## config.mk

```make
export PLATFORM = sky130hd
export DESIGN_NAME = one_wire_bus_master
export DESIGN_NICKNAME = d
export VERILOG_FILES = /design/src/design/owm_pkg.sv /design/src/design/owm_seq.sv /design/src/design/owm_out.sv /design/src/design/one_wire_bus_master.sv
export SDC_FILE = /design/constraint.sdc
export NUM_CORES = 1
export LEC_CHECK = 0
export ABC_AREA = 1
export BUFFER_PORTS_ARGS = -buffer_cell sky130_fd_sc_hd__buf_2
export CORE_UTILIZATION = 45
export CTS_CLUSTER_SIZE = 10
export DETAILED_ROUTE_END_ITERATION = 6
export PLACE_DENSITY = 0.61
export SYNTH_ARGS = -nofsm -noshare
export SYNTH_HDL_FRONTEND = slang
export SYNTH_SLANG_ARGS = --single-unit
export TNS_END_PERCENT = 30
```

## constraint.sdc

```tcl
create_clock -name clock -period 5.8 [get_ports clock]
set_input_delay 0.29 -clock clock [delete_from_list [all_inputs] [get_ports clock]]
set_output_delay 0.29 -clock clock [all_outputs]
set_load 0.005 [all_outputs]
```

## src/design/owm_pkg.sv

```systemverilog
// Shared types and constants for the one-wire bus master.
package owm_pkg;

   localparam int TIMER_BITS_DEF = 10;
   localparam int CFG_W          = 10;
   localparam int CSR_ADDR_W     = 3;
   localparam int REQ_DATA_W     = 16;
   localparam int RSP_DATA_W     = 16;

   localparam logic [CFG_W-1:0] WR_RECOVERY  = 10'd2;
   localparam logic [CFG_W-1:0] RD_RECOVERY  = 10'd5;
   localparam logic [CFG_W-1:0] RD_HOLD      = 10'd5;
   localparam logic [CFG_W-1:0] RD_REST_TIME = 10'd60;

   // Register indexes on the csr port
   localparam logic [CSR_ADDR_W-1:0] REG_RESET_LOW     = 3'd0;
   localparam logic [CSR_ADDR_W-1:0] REG_PRESENCE_WAIT = 3'd1;
   localparam logic [CSR_ADDR_W-1:0] REG_RESET_TAIL    = 3'd2;
   localparam logic [CSR_ADDR_W-1:0] REG_SHORT_LOW     = 3'd3;
   localparam logic [CSR_ADDR_W-1:0] REG_LONG_LOW      = 3'd4;
   localparam logic [CSR_ADDR_W-1:0] REG_READ_SAMPLE   = 3'd5;

   // Command codes
   localparam logic [1:0] OP_TICK  = 2'd0;
   localparam logic [1:0] OP_RESET = 2'd1;
   localparam logic [1:0] OP_WRITE = 2'd2;
   localparam logic [1:0] OP_READ  = 2'd3;

   // Reset result codes
   localparam logic [1:0] ST_PRESENT  = 2'd0;
   localparam logic [1:0] ST_NO_PRES  = 2'd1;
   localparam logic [1:0] ST_STUCK_LO = 2'd2;

   typedef enum logic [3:0] {
      P_IDLE, P_RST_LOW, P_RST_WAIT, P_RST_TAIL, P_WR_REC, P_WR_LOW,
      P_WR_REST, P_RD_REC, P_RD_LOW, P_RD_WAIT, P_RD_REST
   } phase_type;

   typedef struct packed {
      logic [9:0] reset_low_time;
      logic [9:0] presence_wait_time;
      logic [9:0] reset_tail_time;
      logic [7:0] short_low_time;
      logic [7:0] long_low_time;
      logic [7:0] read_sample_time;
   } cfg_type;

   typedef struct packed {
      logic       drive_low;
      logic       busy_res;
      logic       done_res;
      logic [1:0] status;
      logic [7:0] read_data;
      logic       rejected;
   } res_type;

endpackage

```

## src/design/owm_seq.sv

```systemverilog
// Bus sequencer: phase state, tick timer and shift register, one step per item.
module owm_seq #(
   parameter int TIMER_BITS = owm_pkg::TIMER_BITS_DEF
) (
   input  logic                clock,
   input  logic                reset,
   input  logic                step_en,
   input  logic [1:0]          op,
   input  logic [7:0]          data_byte,
   input  logic                line_level,
   input  owm_pkg::cfg_type    cfg,
   output owm_pkg::res_type    res
);

   localparam int LW = (TIMER_BITS > owm_pkg::CFG_W) ? TIMER_BITS : owm_pkg::CFG_W;
   localparam logic [LW-1:0] LEN_MAX = LW'((64'd1 << TIMER_BITS) - 64'd1);

   owm_pkg::phase_type  phase_ff, phase_in;
   logic [TIMER_BITS-1:0] tick_ff, tick_in;
   logic [2:0]          bit_ff, bit_in;
   logic [7:0]          shift_ff, shift_in;
   logic [1:0]          status_ff, status_in;
   logic [7:0]          rdata_ff, rdata_in;

   owm_pkg::phase_type  ph;
   logic [LW-1:0]       raw_len, len;
   logic [LW:0]         tick_next;
   logic                one_bit, done, busy, drive, rej;

   always_comb begin
      ph        = phase_ff;
      tick_in   = tick_ff;
      bit_in    = bit_ff;
      shift_in  = shift_ff;
      status_in = status_ff;
      rdata_in  = rdata_ff;
      done      = 1'b0;
      busy      = 1'b0;
      drive     = 1'b0;
      rej       = 1'b0;
      raw_len   = '0;
      len       = '0;
      tick_next = '0;
      one_bit   = 1'b0;

      // A command on an idle tick starts the sequence on that same tick
      if (phase_ff == owm_pkg::P_IDLE) begin
         if (op != owm_pkg::OP_TICK) begin
            tick_in = '0;
            bit_in  = '0;
            unique case (op)
               owm_pkg::OP_RESET: ph = owm_pkg::P_RST_LOW;
               owm_pkg::OP_WRITE: begin
                  ph       = owm_pkg::P_WR_REC;
                  shift_in = data_byte;
               end
               default: begin
                  ph       = owm_pkg::P_RD_REC;
                  shift_in = '0;
               end
            endcase
         end
      end else if (op != owm_pkg::OP_TICK) begin
         rej = 1'b1;
      end

      one_bit = shift_in[0];
      unique case (ph)
         owm_pkg::P_RST_LOW:  raw_len = LW'(cfg.reset_low_time);
         owm_pkg::P_RST_WAIT: raw_len = LW'(cfg.presence_wait_time);
         owm_pkg::P_RST_TAIL: raw_len = LW'(cfg.reset_tail_time);
         owm_pkg::P_WR_REC:   raw_len = LW'(owm_pkg::WR_RECOVERY);
         owm_pkg::P_WR_LOW:   raw_len = one_bit ? LW'(cfg.short_low_time)
                                                : LW'(cfg.long_low_time);
         owm_pkg::P_WR_REST:  raw_len = one_bit ? LW'(cfg.long_low_time)
                                                : LW'(cfg.short_low_time);
         owm_pkg::P_RD_REC:   raw_len = LW'(owm_pkg::RD_RECOVERY);
         owm_pkg::P_RD_LOW:   raw_len = LW'(owm_pkg::RD_HOLD);
         owm_pkg::P_RD_WAIT:  raw_len = LW'(cfg.read_sample_time);
         default:             raw_len = LW'(owm_pkg::RD_REST_TIME);
      endcase
      // zero lasts one tick; too long clamps to the timer range
      if (raw_len == '0)
         len = LW'(1);
      else if (raw_len > LEN_MAX)
         len = LEN_MAX;
      else
         len = raw_len;

      phase_in = ph;
      if (ph != owm_pkg::P_IDLE) begin
         busy  = 1'b1;
         drive = (ph == owm_pkg::P_RST_LOW) || (ph == owm_pkg::P_WR_LOW) ||
                 (ph == owm_pkg::P_RD_LOW);
         tick_next = (LW+1)'(tick_in) + (LW+1)'(1);
         tick_in   = tick_next[TIMER_BITS-1:0];
         if (tick_next >= {1'b0, len}) begin
            tick_in = '0;
            unique case (ph)
               owm_pkg::P_RST_LOW: phase_in = owm_pkg::P_RST_WAIT;
               owm_pkg::P_RST_WAIT: begin
                  if (line_level) begin
                     status_in = owm_pkg::ST_NO_PRES;
                     phase_in  = owm_pkg::P_IDLE;
                     done      = 1'b1;
                  end else begin
                     phase_in = owm_pkg::P_RST_TAIL;
                  end
               end
               owm_pkg::P_RST_TAIL: begin
                  status_in = line_level ? owm_pkg::ST_PRESENT : owm_pkg::ST_STUCK_LO;
                  phase_in  = owm_pkg::P_IDLE;
                  done      = 1'b1;
               end
               owm_pkg::P_WR_REC: phase_in = owm_pkg::P_WR_LOW;
               owm_pkg::P_WR_LOW: phase_in = owm_pkg::P_WR_REST;
               owm_pkg::P_WR_REST: begin
                  shift_in = {1'b0, shift_in[7:1]};
                  if (bit_in == 3'd7) begin
                     phase_in = owm_pkg::P_IDLE;
                     done     = 1'b1;
                  end else begin
                     bit_in   = bit_in + 3'd1;
                     phase_in = owm_pkg::P_WR_REC;
                  end
               end
               owm_pkg::P_RD_REC: phase_in = owm_pkg::P_RD_LOW;
               owm_pkg::P_RD_LOW: phase_in = owm_pkg::P_RD_WAIT;
               owm_pkg::P_RD_WAIT: begin
                  shift_in = {line_level, shift_in[7:1]};
                  phase_in = owm_pkg::P_RD_REST;
               end
               owm_pkg::P_RD_REST: begin
                  if (bit_in == 3'd7) begin
                     rdata_in = shift_in;
                     phase_in = owm_pkg::P_IDLE;
                     done     = 1'b1;
                  end else begin
                     bit_in   = bit_in + 3'd1;
                     phase_in = owm_pkg::P_RD_REC;
                  end
               end
               default: phase_in = owm_pkg::P_IDLE;
            endcase
         end
      end

      res.drive_low = drive;
      res.busy_res  = busy;
      res.done_res  = done;
      res.status    = status_in;
      res.read_data = rdata_in;
      res.rejected  = rej;
   end

   always_ff @(posedge clock) begin
      if (reset) begin
         phase_ff  <= owm_pkg::P_IDLE;
         tick_ff   <= '0;
         bit_ff    <= '0;
         shift_ff  <= '0;
         status_ff <= '0;
         rdata_ff  <= '0;
      end else if (step_en) begin
         phase_ff  <= phase_in;
         tick_ff   <= tick_in;
         bit_ff    <= bit_in;
         shift_ff  <= shift_in;
         status_ff <= status_in;
         rdata_ff  <= rdata_in;
      end
   end

   a_drive_busy: assert property (@(posedge clock) disable iff (reset)
      res.drive_low |-> res.busy_res) else $error("drive without busy");
   a_done_busy: assert property (@(posedge clock) disable iff (reset)
      res.done_res |-> res.busy_res) else $error("done without busy");
   a_idle_no_rej: assert property (@(posedge clock) disable iff (reset)
      (phase_ff == owm_pkg::P_IDLE) |-> !res.rejected) else $error("reject while idle");
   a_idle_timer: assert property (@(posedge clock) disable iff (reset)
      (phase_ff == owm_pkg::P_IDLE) |-> (tick_ff == '0)) else $error("timer left running");

endmodule

```

## src/design/owm_out.sv

```systemverilog
// Result register stage between the sequencer and the rsp channel.
module owm_out (
   input  logic                          clock,
   input  logic                          reset,
   input  logic                          load,
   input  logic [owm_pkg::RSP_DATA_W-1:0] load_data,
   output logic                          space,
   output logic                          rsp_tvalid,
   input  logic                          rsp_tready,
   output logic [owm_pkg::RSP_DATA_W-1:0] rsp_tdata
);

   logic                           valid_ff, valid_in;
   logic [owm_pkg::RSP_DATA_W-1:0] data_ff;

   // room when empty or when the held item leaves this cycle
   assign space    = !valid_ff || rsp_tready;
   assign valid_in = load || (valid_ff && !rsp_tready);

   always_ff @(posedge clock) begin
      if (reset) begin
         valid_ff <= 1'b0;
      end else begin
         valid_ff <= valid_in;
      end
   end

   always_ff @(posedge clock) begin
      if (load) begin
         data_ff <= load_data;
      end
   end

   assign rsp_tvalid = valid_ff;
   assign rsp_tdata  = data_ff;

   a_hold: assert property (@(posedge clock) disable iff (reset)
      (rsp_tvalid && !rsp_tready) |=> rsp_tvalid) else $error("result dropped");
   a_no_overrun: assert property (@(posedge clock) disable iff (reset)
      load |-> space) else $error("result overwritten");
   a_load_valid: assert property (@(posedge clock) disable iff (reset)
      load |=> rsp_tvalid) else $error("loaded result not shown");

endmodule

```

## src/design/one_wire_bus_master.sv

```systemverilog
// Top level of the one-wire bus master: csr registers, sequencer, result stage.
//
//  channel | dir | payload                                    | handshake
//  req     | in  | tuser: op; tdata: data_byte, line_level    | req_tvalid/req_tready
//  rsp     | out | tdata: drive_low .. rejected               | rsp_tvalid/rsp_tready
//  csr     | in  | csr_addr, csr_wdata                        | csr_we
//
//  One item per cycle while the result register has space: each accepted item is one bus tick.
//  Its result shows on rsp in the cycle after acceptance, from the result register.
//  req_tready stays high while the result register is empty or being drained.
//  Synchronous reset idles the sequencer and loads the default timing registers.
module one_wire_bus_master #(
   parameter int TIMER_BITS = owm_pkg::TIMER_BITS_DEF
) (
   input  logic                              clock,
   input  logic                              reset,
   input  logic                              req_tvalid,
   output logic                              req_tready,
   input  logic [owm_pkg::REQ_DATA_W-1:0]    req_tdata,   // [7:0] data_byte, [8] line_level
   input  logic [1:0]                        req_tuser,   // [1:0] op
   output logic                              rsp_tvalid,
   input  logic                              rsp_tready,
   // [0] drive_low, [1] busy_res, [2] done_res, [4:3] status, [12:5] read_data, [13] rejected
   output logic [owm_pkg::RSP_DATA_W-1:0]    rsp_tdata,
   input  logic                              csr_we,
   input  logic [owm_pkg::CSR_ADDR_W-1:0]    csr_addr,
   input  logic [owm_pkg::CFG_W-1:0]         csr_wdata
);

   owm_pkg::cfg_type cfg_ff;
   owm_pkg::res_type res;
   logic             space, accept;
   logic [owm_pkg::RSP_DATA_W-1:0] res_data;

   always_ff @(posedge clock) begin
      if (reset) begin
         cfg_ff.reset_low_time     <= 10'd700;
         cfg_ff.presence_wait_time <= 10'd90;
         cfg_ff.reset_tail_time    <= 10'd700;
         cfg_ff.short_low_time     <= 8'd6;
         cfg_ff.long_low_time      <= 8'd64;
         cfg_ff.read_sample_time   <= 8'd15;
      end else if (csr_we) begin
         unique case (csr_addr)
            owm_pkg::REG_RESET_LOW:     cfg_ff.reset_low_time     <= csr_wdata;
            owm_pkg::REG_PRESENCE_WAIT: cfg_ff.presence_wait_time <= csr_wdata;
            owm_pkg::REG_RESET_TAIL:    cfg_ff.reset_tail_time    <= csr_wdata;
            owm_pkg::REG_SHORT_LOW:     cfg_ff.short_low_time     <= csr_wdata[7:0];
            owm_pkg::REG_LONG_LOW:      cfg_ff.long_low_time      <= csr_wdata[7:0];
            owm_pkg::REG_READ_SAMPLE:   cfg_ff.read_sample_time   <= csr_wdata[7:0];
            default: ;
         endcase
      end
   end

   assign req_tready = space;
   assign accept     = req_tvalid && space;

   owm_seq #(.TIMER_BITS(TIMER_BITS)) u_seq (
      .clock      (clock),
      .reset      (reset),
      .step_en    (accept),
      .op         (req_tuser),
      .data_byte  (req_tdata[7:0]),
      .line_level (req_tdata[8]),
      .cfg        (cfg_ff),
      .res        (res)
   );

   assign res_data = {2'b00, res.rejected, res.read_data, res.status,
                      res.done_res, res.busy_res, res.drive_low};

   owm_out u_out (
      .clock      (clock),
      .reset      (reset),
      .load       (accept),
      .load_data  (res_data),
      .space      (space),
      .rsp_tvalid (rsp_tvalid),
      .rsp_tready (rsp_tready),
      .rsp_tdata  (rsp_tdata)
   );

endmodule

```

==> key figures, run 1 <==
Setup path
  – Startpoint Class: flop
  – Reg-to-Reg End: u_seq.status_ff[1]$_SDFFE_PP0P_
  – CP arrival: between 4 and 5 ns
  – Flop-to-flop setup slack: about 1.4 ns
  – R2R depth: 26
  – Crit Path Class: flop to flop
  – Worst endpoint required time: roughly 6.1 ns
  – Reg-to-reg startpoint: u_seq.phase_ff[3]$_SDFFE_PP0P_
  – Type of element capturing the critical path: flop
  – CP max FO: 32

STA
  – Least-Margin Pin Slew: approximately 0.86 ns
  – Final critical path time including I/O delays and setup: ~4.4 ns
  – Worst setup skew after layout: ~0.012 ns
  – Max-slew headroom at the worst pin: 42.2%
  – Summed negative setup slack over all endpoints: 0 ns
  – Maximum clock frequency: between 200 and 250 MHz
  – Final count of hold timing violations: 0
  – Unrepaired setup endpoints after global routing: false
  – Final setup margin: ~1.4 ns
  – Number of max-slew violations in the final report: 0
  – Final-report setup violation count: 0
  – Final clock period utilization by the worst path: around three quarters

Status
  – Outcome: completed

GRT
  – Maximum number of pins on one net before global-route repair: 62
  – First-pass GRT wire length: about 27,000 um
  – Number of global-route vias before repair: 5,316
  – Number of antenna violations at the first check in global routing: 0
  – Total routing resource utilization after global routing: between 20 and 25%
  – Global-route congestion overflow total: 0

Clocking
  – Clk buf depth: 2
  – Clock Root Buffer: clkbuf_16
  – Clock Sinks: ~100
  – Clock latency at the later pin of the worst-skew pair: between 0.3 and 0.4 ns
  – Buffer count from post-CTS setup fixing: 0
  – Count of cells resized by post-cts repair: 0
  – Number of hold-repair buffers added at the cts stage: 0
  – Number of levels in the clock H-tree: 3
  – Clock-pin slew on the worst setup and hold paths: approximately 0.080 ns
  – Number of buffers created by CTS: 9
  – Clock tree from TritonCTS: built

Hold path
  – Startpoint of the lowest-slack hold path: req_tvalid
  – Worst hold path depth: 3
  – Min-Delay Path Class: input pin to flop
  – Endpoint, Worst Hold: u_out.rsp_tvalid$_SDFF_PP0_

Yosys
  – Ranking of synthesized cells by area: dfxtp_1, nand2_1, o21ai_0
  – Distinct cell type count of the synthesized netlist: 38
  – Mapped Area: just over 6000 sq um
  – FF+latch count, synth: between 100 and 150
  – Syn Inst Count: 967
  – Synth Warn #: 0
  – Syn_area_per_cell: 6.44 sq um
  – Area share of the largest cell type after synthesis: between 20% and 30%
  – Proportion of synthesized chip area in sequential cells: roughly 36%
  – Library cell with the largest summed area after synthesis: dfxtp_1

Detailed routing
  – Drt wl/cell: between 10 and 15 um
  – DR DRC count: 0
  – Number of routed nets with antenna violations: 0
  – Per-cell via count in the routed design: slightly above 5
  – Number of detailed-route iterations in the first pass: 6
  – Wire length reported by the detailed router: 16,500 um
  – Total vias in the final route: 5,989
  – Drt initial violations: about 460

Floorplan
  – Number of standard-cell rows in the floorplan: 42
  – Effective utilization at floorplan: roughly 47%
  – IO Pins: 54
  – DIE WIDTH: 120 um
  – Floorplan die height: 120 um
  – Floorplan die area: 14,300 sq um
  – Core box area: around 13,000 sq um

Power and ir drop
  – Power Density: 505 nW/um^2
  – Leak pwr: approximately 3.2 nW
  – Largest voltage drop on the vdd net: ~0.26 mV

Run
  – Number of max-capacitance violations reported: 0

Placement
  – Port buffer count: 44
  – Placer's final routability congestion estimate: just over 0.8
  – Post-placement worst setup slack: around 1.3 ns
  – Post-DP HPWL: roughly 11,000 um

Final layout
  – Inserted Diodes: 0
  – Fraction of final layout cells sized beyond drive strength 1: between 10% and 20%
  – P&R area growth vs syn: 9.21%
  – Commonest cells after routing, fill and taps aside: nand2_1, nor2_1, o21ai_0
  – Post-layout nets: just over 1,000
  – Leading cell type in the layout, fill and taps excluded: nand2_1
cells in the mapped netlist:
library cell  count
o21a_1            2
buf_6             4
nand3_4           1
o31ai_1           4
nand2_2           8
nand4_1          20
dfxtp_1          90
o21ai_2           2
inv_2             7
clkinv_1          4
ha_1             15
nor3_1            6
o211ai_1          5
a22oi_1           1
o21ai_1           9
a21boi_0          1
o22ai_1           3
nand3_2           2
xor2_1            2
a21oi_1          72
buf_4             4
nand3b_1          1
nor3_4            1
o21ai_0         104
nor2_4            3
nor3_2            1
xnor2_1           2
buf_1             2
edfxtp_1         14
nor2_2           12
nand2_1         269
conb_1            1
inv_1            91
clkbuf_1         25
o211a_1           1
buf_2             9
nand3_1          57
nor2_1          112
worst max-delay path by stage:
stage	start	to	slack (ns)	depth (start not counted)
after floorplan	req_tuser[0]	u_out.rsp_tdata[3]$_DFFE_PP_	2.40	25
after global placement	req_tuser[0]	u_seq.status_ff[1]$_SDFFE_PP0P_	1.38	29
after detailed placement	req_tuser[0]	u_seq.status_ff[1]$_SDFFE_PP0P_	1.33	29
after CTS	u_seq.phase_ff[3]$_SDFFE_PP0P_	u_seq.status_ff[1]$_SDFFE_PP0P_	1.45	26
after global routing	u_seq.phase_ff[1]$_SDFFE_PP0P_	u_seq.status_ff[1]$_SDFFE_PP0P_	0.89	25
final	u_seq.phase_ff[3]$_SDFFE_PP0P_	u_seq.status_ff[1]$_SDFFE_PP0P_	1.40	26
layer usage:
layer / track usage, % / wire length [um] / up-vias
met2: 38.2 / 7380 / 134
met1: 33.8 / 8090 / 2649
met3: 2.71 / 661 / 23
met4: 8.83 / 316 / 0
met5: 0 / 0 / -
li1: - / - / 3183
metrics by stage:
stage                     hold slack, ns  instance area [sq um]  power, W  util, %  instances
final                              0.173                   6800   0.00343     50.9       1167
after global routing               0.168                   6800   0.00374     50.9       1167
after CTS                          0.166                   6800   0.00344     50.9       1167
after detailed placement           0.444                   6510   0.00282     48.7       1152
after global placement             0.439                   6510   0.00281     48.7       1152
after floorplan                    0.416                   6230   0.00237        -        968
power breakdown:
part	switching, W	internal [W]
Sequential	0.0000553	0.000832
Clock	0.000288	0.000336
Combinational	0.00136	0.000562
Total	0.00170	0.00173
layout make-up:
type / instances / area, sq um
timing repair buffer: 52 / 280
inverter: 102 / 383
clock buffer: 9 / 225
clock inverter: 6 / 65.1
multi-input combinational: 718 / 3400
sequential: 104 / 2220
fill: 1448 / 6550
tap: 176 / 220
state kept, by name, summed over array words and instances (netlist names), 2 cells and up:
| register | cells |
|---|---|
| u_seq.rdata_ff | 8 |
| u_seq.shift_ff | 8 |
| u_out.rsp_tdata | 14 |
| u_seq.tick_ff | 10 |
| cfg_ff | 54 |
| u_seq.phase_ff | 4 |
| u_seq.status_ff | 2 |
| u_seq.bit_ff | 3 |
critical path, cell delays in order (launching register included):
cell and delay, ns:
dfxtp_1 0.41, nor2_2 0.22, nand2_2 0.24, nor2_4 0.39, nand2_1 0.22, nand2_2 0.38
inv_2 0.17, nand2_1 0.09, nand3_1 0.07, nand2_1 0.12, nor2_1 0.08, nand3_1 0.11
inv_1 0.05, ha_1 0.28, a21oi_1 0.14, o21ai_0 0.09, nand2_1 0.06, nand2_1 0.05
nand2_1 0.05, nand3_1 0.06, nand2_1 0.10, nand3_2 0.15, buf_4 0.31, nand2_1 0.08
o21ai_0 0.13, o21ai_0 0.20, inv_1 0.05
cell families (layout without fill, tap and decap cells):
family	after synthesis	in the layout	synth area share, %
AO/OA/AOI/OAI	204	204	17.2
XOR/XNOR	4	4	0.563
adder cells (fa/ha/maj)	15	15	3.02
buffers and inverters	146	169	9.71
flip-flops	104	104	35.7
other	1	2	0.0603
AND/OR/NAND/NOR	493	493	33.8
No activity file was read; power rests on OpenSTA's default activity.
==> inputs of run 2 (changes only) <==
--- a/config.mk
+++ b/config.mk
@@ -10,7 +10,7 @@
 export CORE_UTILIZATION = 45
 export CTS_CLUSTER_SIZE = 10
 export DETAILED_ROUTE_END_ITERATION = 6
-export PLACE_DENSITY = 0.61
+export PLACE_DENSITY = 0.63
 export SYNTH_ARGS = -nofsm -noshare
 export SYNTH_HDL_FRONTEND = slang
 export SYNTH_SLANG_ARGS = --single-unit
==> constraint.sdc (replaced) <==
create_clock -name clock -period 4 [get_ports clock]
set_input_delay 0.2 -clock clock [delete_from_list [all_inputs] [get_ports clock]]
set_output_delay 0.2 -clock clock [all_outputs]
set_load 0.005 [all_outputs]
==> run 2 against run 1 <==
  * First-iteration DRC count down 12%
  * Count of clock-buffer cells in the layout up 2
  * Routed wire length up 3.1%
  * Hold slack worse by 0.085 ns
  * Sequential cell count unchanged
  * Highest routed layer unchanged
==> key figures, run 2 (synthesized netlist as in run 1, its figures left out) <==
Final layout
  – Leading cell type in the layout, fill and taps excluded: nand2_1
  – Fraction of final layout cells sized beyond drive strength 1: around an eighth
  – P&R area growth vs syn: 12.2%
  – Post-layout nets: between 1,000 and 1,500
  – Count of filler cells inserted in the layout: ~1,400
  – Area of the multi-input gates: about 3400 sq um
  – Largest register by flop count: cfg_ff
  – Commonest cells after routing, fill and taps aside: nand2_1, nor2_1, o21ai_0
  – Inserted Diodes: 0
  – Area taken by flip-flops and latches: 2220 sq um
  – Max reg flops: between 50 and 60

Detailed routing
  – Total vias in the final route: between 6,000 and 7,000
  – Number of detailed-route iterations in the first pass: 5
  – DR DRC count: 0
  – Per-cell via count in the routed design: 5.15
  – Wire length reported by the detailed router: 17,000 um
  – Drt wl/cell: around 14 um
  – Drt initial violations: ~410
  – Number of routed nets with antenna violations: 0

Clocking
  – Clk buf depth: 2
  – Clock tree from TritonCTS: built
  – Number of hold-repair buffers added at the cts stage: 0
  – Clock-pin slew on the worst setup and hold paths: ~0.070 ns
  – Clock Root Buffer: clkbuf_16
  – Clock Sinks: approximately 100
  – Number of buffers created by CTS: 9
  – Number of levels in the clock H-tree: 3
  – Clock latency at the later pin of the worst-skew pair: approximately 0.36 ns

GRT
  – Number of global-route vias before repair: approximately 5,200
  – Number of antenna violations at the first check in global routing: 0
  – Maximum number of pins on one net before global-route repair: between 60 and 70
  – First-pass GRT wire length: around 27,000 um
  – Global-route congestion overflow total: 0
  – Total routing resource utilization after global routing: 24.2%

STA
  – Least-Margin Pin Slew: a little over 0.8 ns
  – Max-slew headroom at the worst pin: 44.9%
  – Summed negative setup slack over all endpoints: 0 ns
  – Final count of hold timing violations: 0
  – Number of max-slew violations in the final report: 0
  – Final clock period utilization by the worst path: 91.3%
  – Maximum clock frequency: ~270 MHz
  – Worst setup skew after layout: around 0.0084 ns
  – Minimum hold slack: around 0.088 ns
  – Final critical path time including I/O delays and setup: around 3.7 ns
  – Final-report setup violation count: 0

Power and ir drop
  – Largest voltage drop on the vdd net: ~0.53 mV
  – Leak pwr: approximately 3.3 nW
  – Power Density: approximately 750 nW/um^2

Setup path
  – Critical-path cell list: nor2_4, nand2_2, nor2_4, buf_4, nor2_2, ha_1, inv_1, nor2_2, inv_2, nor3_4, xor2_1, ha_1, a21oi_1, o21a_1, nand2_1, nand2_1, nand3_1, nand2_1, buf_4, nand4_1, clkinvlp_4, a21oi_1, nor2_1
  – Number of buffers and inverters on the critical path: 5
  – Critical-path top delay cell: dfxtp_1
  – Type of element capturing the critical path: flop
  – CP most frequent cell: nand2_1
  – Crit Path Class: flop to flop
  – CP max FO: 13
  – Delay of the slowest cell on the worst path: ~0.51 ns
  – Family with the most delay on the worst path: simple AND/OR/NAND/NOR gates
  – CP arrival: between 3 and 4 ns
  – Worst endpoint required time: roughly 4.3 ns
  – Source of the critical timing path: u_seq.phase_ff[1]$_SDFFE_PP0P_
  – Reg-to-reg startpoint: u_seq.phase_ff[1]$_SDFFE_PP0P_
  – Startpoint Class: flop

Placement
  – Port buffer count: 44
  – Post-DP HPWL: about 12,000 um
  – Placer's final routability congestion estimate: approximately 0.86

Floorplan
  – DIE WIDTH: 120 um
  – IO Pins: 54
  – Floorplan die height: ~120 um
  – Floorplan die area: about 14,000 sq um
  – Number of standard-cell rows in the floorplan: 42
  – Core box area: ~13,000 sq um
  – Effective utilization at floorplan: a little under half

Hold path
  – Startpoint of the lowest-slack hold path: csr_wdata[9]
  – Min-Delay Path Class: input pin to flop

Status
  – Outcome: completed

Run
  – Number of max-capacitance violations reported: 0
## run 2: timing repair
item,in CTS,in global routing
setup endpoints to repair,0,34
buffers inserted,0,4
gates resized for setup,0,12
## run 2: through the flow
step / util (%) / total power (W) / setup WS (ns) / cells / cell area, sq um
after floorplan: - / 0.00344 / 0.688 / 968 / 6230
after global placement: 49.5 / 0.00418 / 0.201 / 1164 / 6610
after detailed placement: 49.5 / 0.00420 / 0.152 / 1164 / 6610
after CTS: 51.7 / 0.00509 / 0.285 / 1180 / 6900
after global routing: 52.3 / 0.00565 / -0.00624 / 1186 / 6980
final: 52.3 / 0.00522 / 0.348 / 1186 / 6980
## run 2: final timing paths
check	end	slack (ns)	cells past startpoint
worst max-delay path	u_seq.tick_ff[7]$_SDFFE_PP0P_	0.35	23
worst min-delay path	cfg_ff[53]$_SDFFE_PP1P_	0.09	3
worst max register to register	u_seq.tick_ff[7]$_SDFFE_PP0P_	0.35	23
worst min register to register	cfg_ff[32]$_SDFFE_PP0P_	0.46	2
## run 2: per-layer routing
layer	track usage (%)	vias to the layer above	part of all wire (%)
li1	-	3205	-
met1	33.1	2714	47
met2	38.5	168	46
met3	5.09	20	5.7
met4	6.80	0	1.5
met5	0	-	0
## run 2: tightest hold or removal path, stage by stage
cell     delay, ns
buf_2         0.11
nand2_1       0.05
nand3_1       0.06
## run 2: area by class of cell
| cell class | count | area share [%] |
|---|---|---|
| Clock buffer | 11 | 3.64 |
| Multi-Input combinational cell | 719 | 49.3 |
| Timing Repair Buffer | 68 | 5.91 |
| Timing Repair inverter | 1 | 0.108 |
| Clock inverter | 5 | 0.502 |
| Tap cell | 176 | 3.15 |
| Sequential cell | 104 | 31.9 |
| Inverter | 102 | 5.48 |
## run 2: power breakdown
group | switching [W] | leakage, nW | total, W | internal [W]
clock network | 0.000422 | 0.146 | 0.000887 | 0.000465
logic | 0.00207 | 2.32 | 0.00304 | 0.000971
registers | 0.0000861 | 0.875 | 0.00129 | 0.00121
==> inputs of run 3 (changes only) <==
--- a/config.mk
+++ b/config.mk
@@ -13,5 +13,6 @@
 export PLACE_DENSITY = 0.63
 export SYNTH_ARGS = -nofsm -noshare
 export SYNTH_HDL_FRONTEND = slang
+export SYNTH_HIERARCHICAL = 1
 export SYNTH_SLANG_ARGS = --single-unit
 export TNS_END_PERCENT = 30
==> run 3 against run 2 <==
  * Area after synthesis is 7.0% higher
  * Clock skew decreased by 0.0028 ns
  * Total power grew 14%
  * Count of clock-buffer cells in the layout is 2 higher
  * Sequential power hardly changed
  * Largest power group unchanged
  * Highest routed layer unchanged
==> key figures, run 3 <==
GRT
  – Global-route congestion overflow total: 0
  – Total routing resource utilization after global routing: roughly a quarter
  – First-pass GRT wire length: approximately 28,000 um
  – Number of global-route vias before repair: 5,696
  – Number of antenna violations at the first check in global routing: 0
  – Maximum number of pins on one net before global-route repair: 55

Yosys
  – Count leader, synth: nand2_1
  – Most frequent cells after synthesis: nand2_1, nor2_1, inv_1
  – Distinct cell type count of the synthesized netlist: between 40 and 50
  – Ranking of synthesized cells by area: dfxtp_1, nand2_1, nand3_1
  – Area share of the largest cell type after synthesis: 27.1%
  – Library cell with the largest summed area after synthesis: dfxtp_1
  – FF+latch count, synth: 106
  – Synth Warn #: 6
  – Proportion of synthesized chip area in sequential cells: 34.3%
  – Syn_area_per_cell: roughly 6.5 sq um
  – Dominant synthesized flop cell: dfxtp_1
  – Post-synth EDFFs: 16
  – Syn Inst Count: 1,024
  – Synth async-reset ratio: 0%
  – Mapped Area: 6660 sq um

Detailed routing
  – Per-cell via count in the routed design: a little over 5
  – Drt initial violations: approximately 450
  – Number of routed nets with antenna violations: 0
  – Total vias in the final route: 6,402
  – Wire length reported by the detailed router: around 17,000 um
  – Number of detailed-route iterations in the first pass: 7
  – DR DRC count: 0
  – Drt wl/cell: around 14 um

STA
  – Max-slew headroom at the worst pin: around two fifths
  – Final clock period utilization by the worst path: between 90 and 100%
  – Maximum clock frequency: 272 MHz
  – Least-Margin Pin Slew: approximately 0.9 ns
  – Number of max-slew violations in the final report: 0
  – Final setup margin: 0.320 ns
  – Final critical path time including I/O delays and setup: 3.68 ns
  – Final-report setup violation count: 0
  – Summed negative setup slack over all endpoints: 0 ns
  – Worst setup skew after layout: 0.00556 ns
  – Final count of hold timing violations: 0

Final layout
  – Leading cell type in the layout, fill and taps excluded: nand2_1
  – Max reg flops: 54
  – Post-layout nets: about 1,100
  – Fraction of final layout cells sized beyond drive strength 1: approximately 15%
  – Largest register by flop count: cfg_ff
  – Count of filler cells inserted in the layout: approximately 1,500
  – P&R area growth vs syn: 11.4%
  – Post-route design area: 7410 sq um
  – Inserted Diodes: 0
  – Commonest cells after routing, fill and taps aside: nand2_1, nor2_1, inv_1

Placement
  – Placed Instance Area: 7040 sq um
  – Port buffer count: 46
  – Placer's final routability congestion estimate: ~0.86
  – Post-placement worst setup slack: approximately 0.0021 ns
  – Post-DP HPWL: around 12,000 um

Floorplan
  – Floorplan die height: between 100 and 150 um
  – Effective utilization at floorplan: a little under half
  – Floorplan die area: 15,300 sq um
  – Core box area: about 14,000 sq um
  – DIE WIDTH: 124 um
  – Number of standard-cell rows in the floorplan: 44
  – IO Pins: 54

Setup path
  – Worst endpoint required time: ~4.3 ns
  – Crit Path Class: flop to flop
  – CP max FO: 8
  – CP arrival: a little under 4 ns
  – R2R depth: 25
  – Type of element capturing the critical path: flop
  – Startpoint Class: flop

Clocking
  – Number of buffers created by CTS: 9
  – Clock tree from TritonCTS: built
  – Clk buf depth: 2
  – Clock latency at the later pin of the worst-skew pair: between 0.3 and 0.4 ns
  – Clock Root Buffer: clkbuf_16
  – Clock-pin slew on the worst setup and hold paths: 0.07 ns
  – Number of levels in the clock H-tree: 3
  – Number of hold-repair buffers added at the cts stage: 0
  – Clock Sinks: between 100 and 150

Power and ir drop
  – Power Density: 800 nW/um^2
  – Leak pwr: around 3.5 nW
  – Largest voltage drop on the vdd net: just under 0.5 mV

Hold path
  – Min-Delay Path Class: input pin to flop
  – Worst hold path depth: 3

Run
  – Number of max-capacitance violations reported: 0

Status
  – Outcome: completed
## run 3: changes by cell type in the layout (fill, tap and decap cells not counted), sizes merged, moves of 7 or more
cell	before	now
nand3	60	105
nand2	278	316
o21ai	115	86
a21oi	72	45
inv	102	120
nand4	20	4
nor2	127	142
buf	68	77
a31oi	0	7
## run 3: kinds of logic after synthesis
group	synth area share, %
AND/OR/NAND/NOR	38.3
buffers and inverters	11.0
AO/OA/AOI/OAI	12.8
flip-flops	34.3
adder cells (fa/ha/maj)	3.01
XOR/XNOR	0.526
other	0.0563
## run 3: cell type report
| cell class | count | area [sq um] | area share [%] |
|---|---|---|---|
| multi-input cells | 758 | 3710 | 50.0 |
| flip-flops and latches | 106 | 2290 | 30.8 |
| repair buffers | 77 | 475 | 6.41 |
| inverters | 119 | 452 | 6.09 |
| clock buffers | 13 | 240 | 3.24 |
| well taps | 184 | 230 | 3.11 |
| clock inverters | 3 | 22.5 | 0.304 |
## run 3: worst max-delay path: stages (launching register included)
cell	delay, ns
dfxtp_2	0.38
inv_2	0.14
nand2_2	0.08
nor2_4	0.22
buf_4	0.16
buf_4	0.16
nand2_4	0.05
nand2_1	0.05
inv_1	0.08
ha_1	0.20
or2_2	0.29
nand2_1	0.06
inv_1	0.06
ha_1	0.30
a21o_1	0.15
o21ai_0	0.15
nand2_1	0.07
nand2_1	0.06
nand2_1	0.05
nand2_1	0.09
nand3_2	0.13
buf_4	0.18
nor2_4	0.17
buf_4	0.17
nand2_1	0.05
a31oi_1	0.12
## run 3: final timing paths
check | from | to | slack, ns
setup / recovery | u_seq/phase_ff[3]$_SDFFE_PP0P_ | u_seq/tick_ff[5]$_SDFFE_PP0P_ | 0.32
hold / removal | csr_wdata[9] | cfg_ff[33]$_SDFFE_PP1P_ | 0.08
setup reg to reg | u_seq/phase_ff[3]$_SDFFE_PP0P_ | u_seq/tick_ff[5]$_SDFFE_PP0P_ | 0.32
hold reg to reg | cfg_ff[3]$_SDFFE_PP1P_ | cfg_ff[3]$_SDFFE_PP1P_ | 0.46
## run 3: layer usage
| layer | wire length (um) | vias up | global-route usage [%] |
|---|---|---|---|
| met3 | 523 | 27 | 4.72 |
| met1 | 8330 | 2900 | 30.9 |
| met2 | 7790 | 108 | 38.9 |
| met4 | 547 | 0 | 8.89 |
| met5 | 0 | - | 0 |
| li1 | - | 3367 | - |
## run 3: stage by stage
step	total power [W]	std cells	hold slack (ns)	utilization, %
2_1_floorplan	0.00409	1025	0.262	-
3_3_place_gp	0.00479	1237	0.437	48.6
3_5_place_dp	0.00482	1237	0.442	48.6
4_1_cts	0.00566	1253	0.0685	50.4
5_1_grt	0.00643	1260	0.0821	51.2
6_report	0.00593	1260	0.0779	51.2
## run 3: power by group
part           total, W  internal, W  switching, W  leakage [nW]
clock          0.000830     0.000427      0.000403         0.125
sequential      0.00132      0.00124     0.0000832         0.895
combinational   0.00378      0.00131       0.00247          2.49
total           0.00593      0.00297       0.00296          3.51
## run 3: repair_timing
action                                  in CTS  in global routing
resized for setup                            0                 17
endpoints found under the setup margin       0                 42
setup buffers                                0                  6
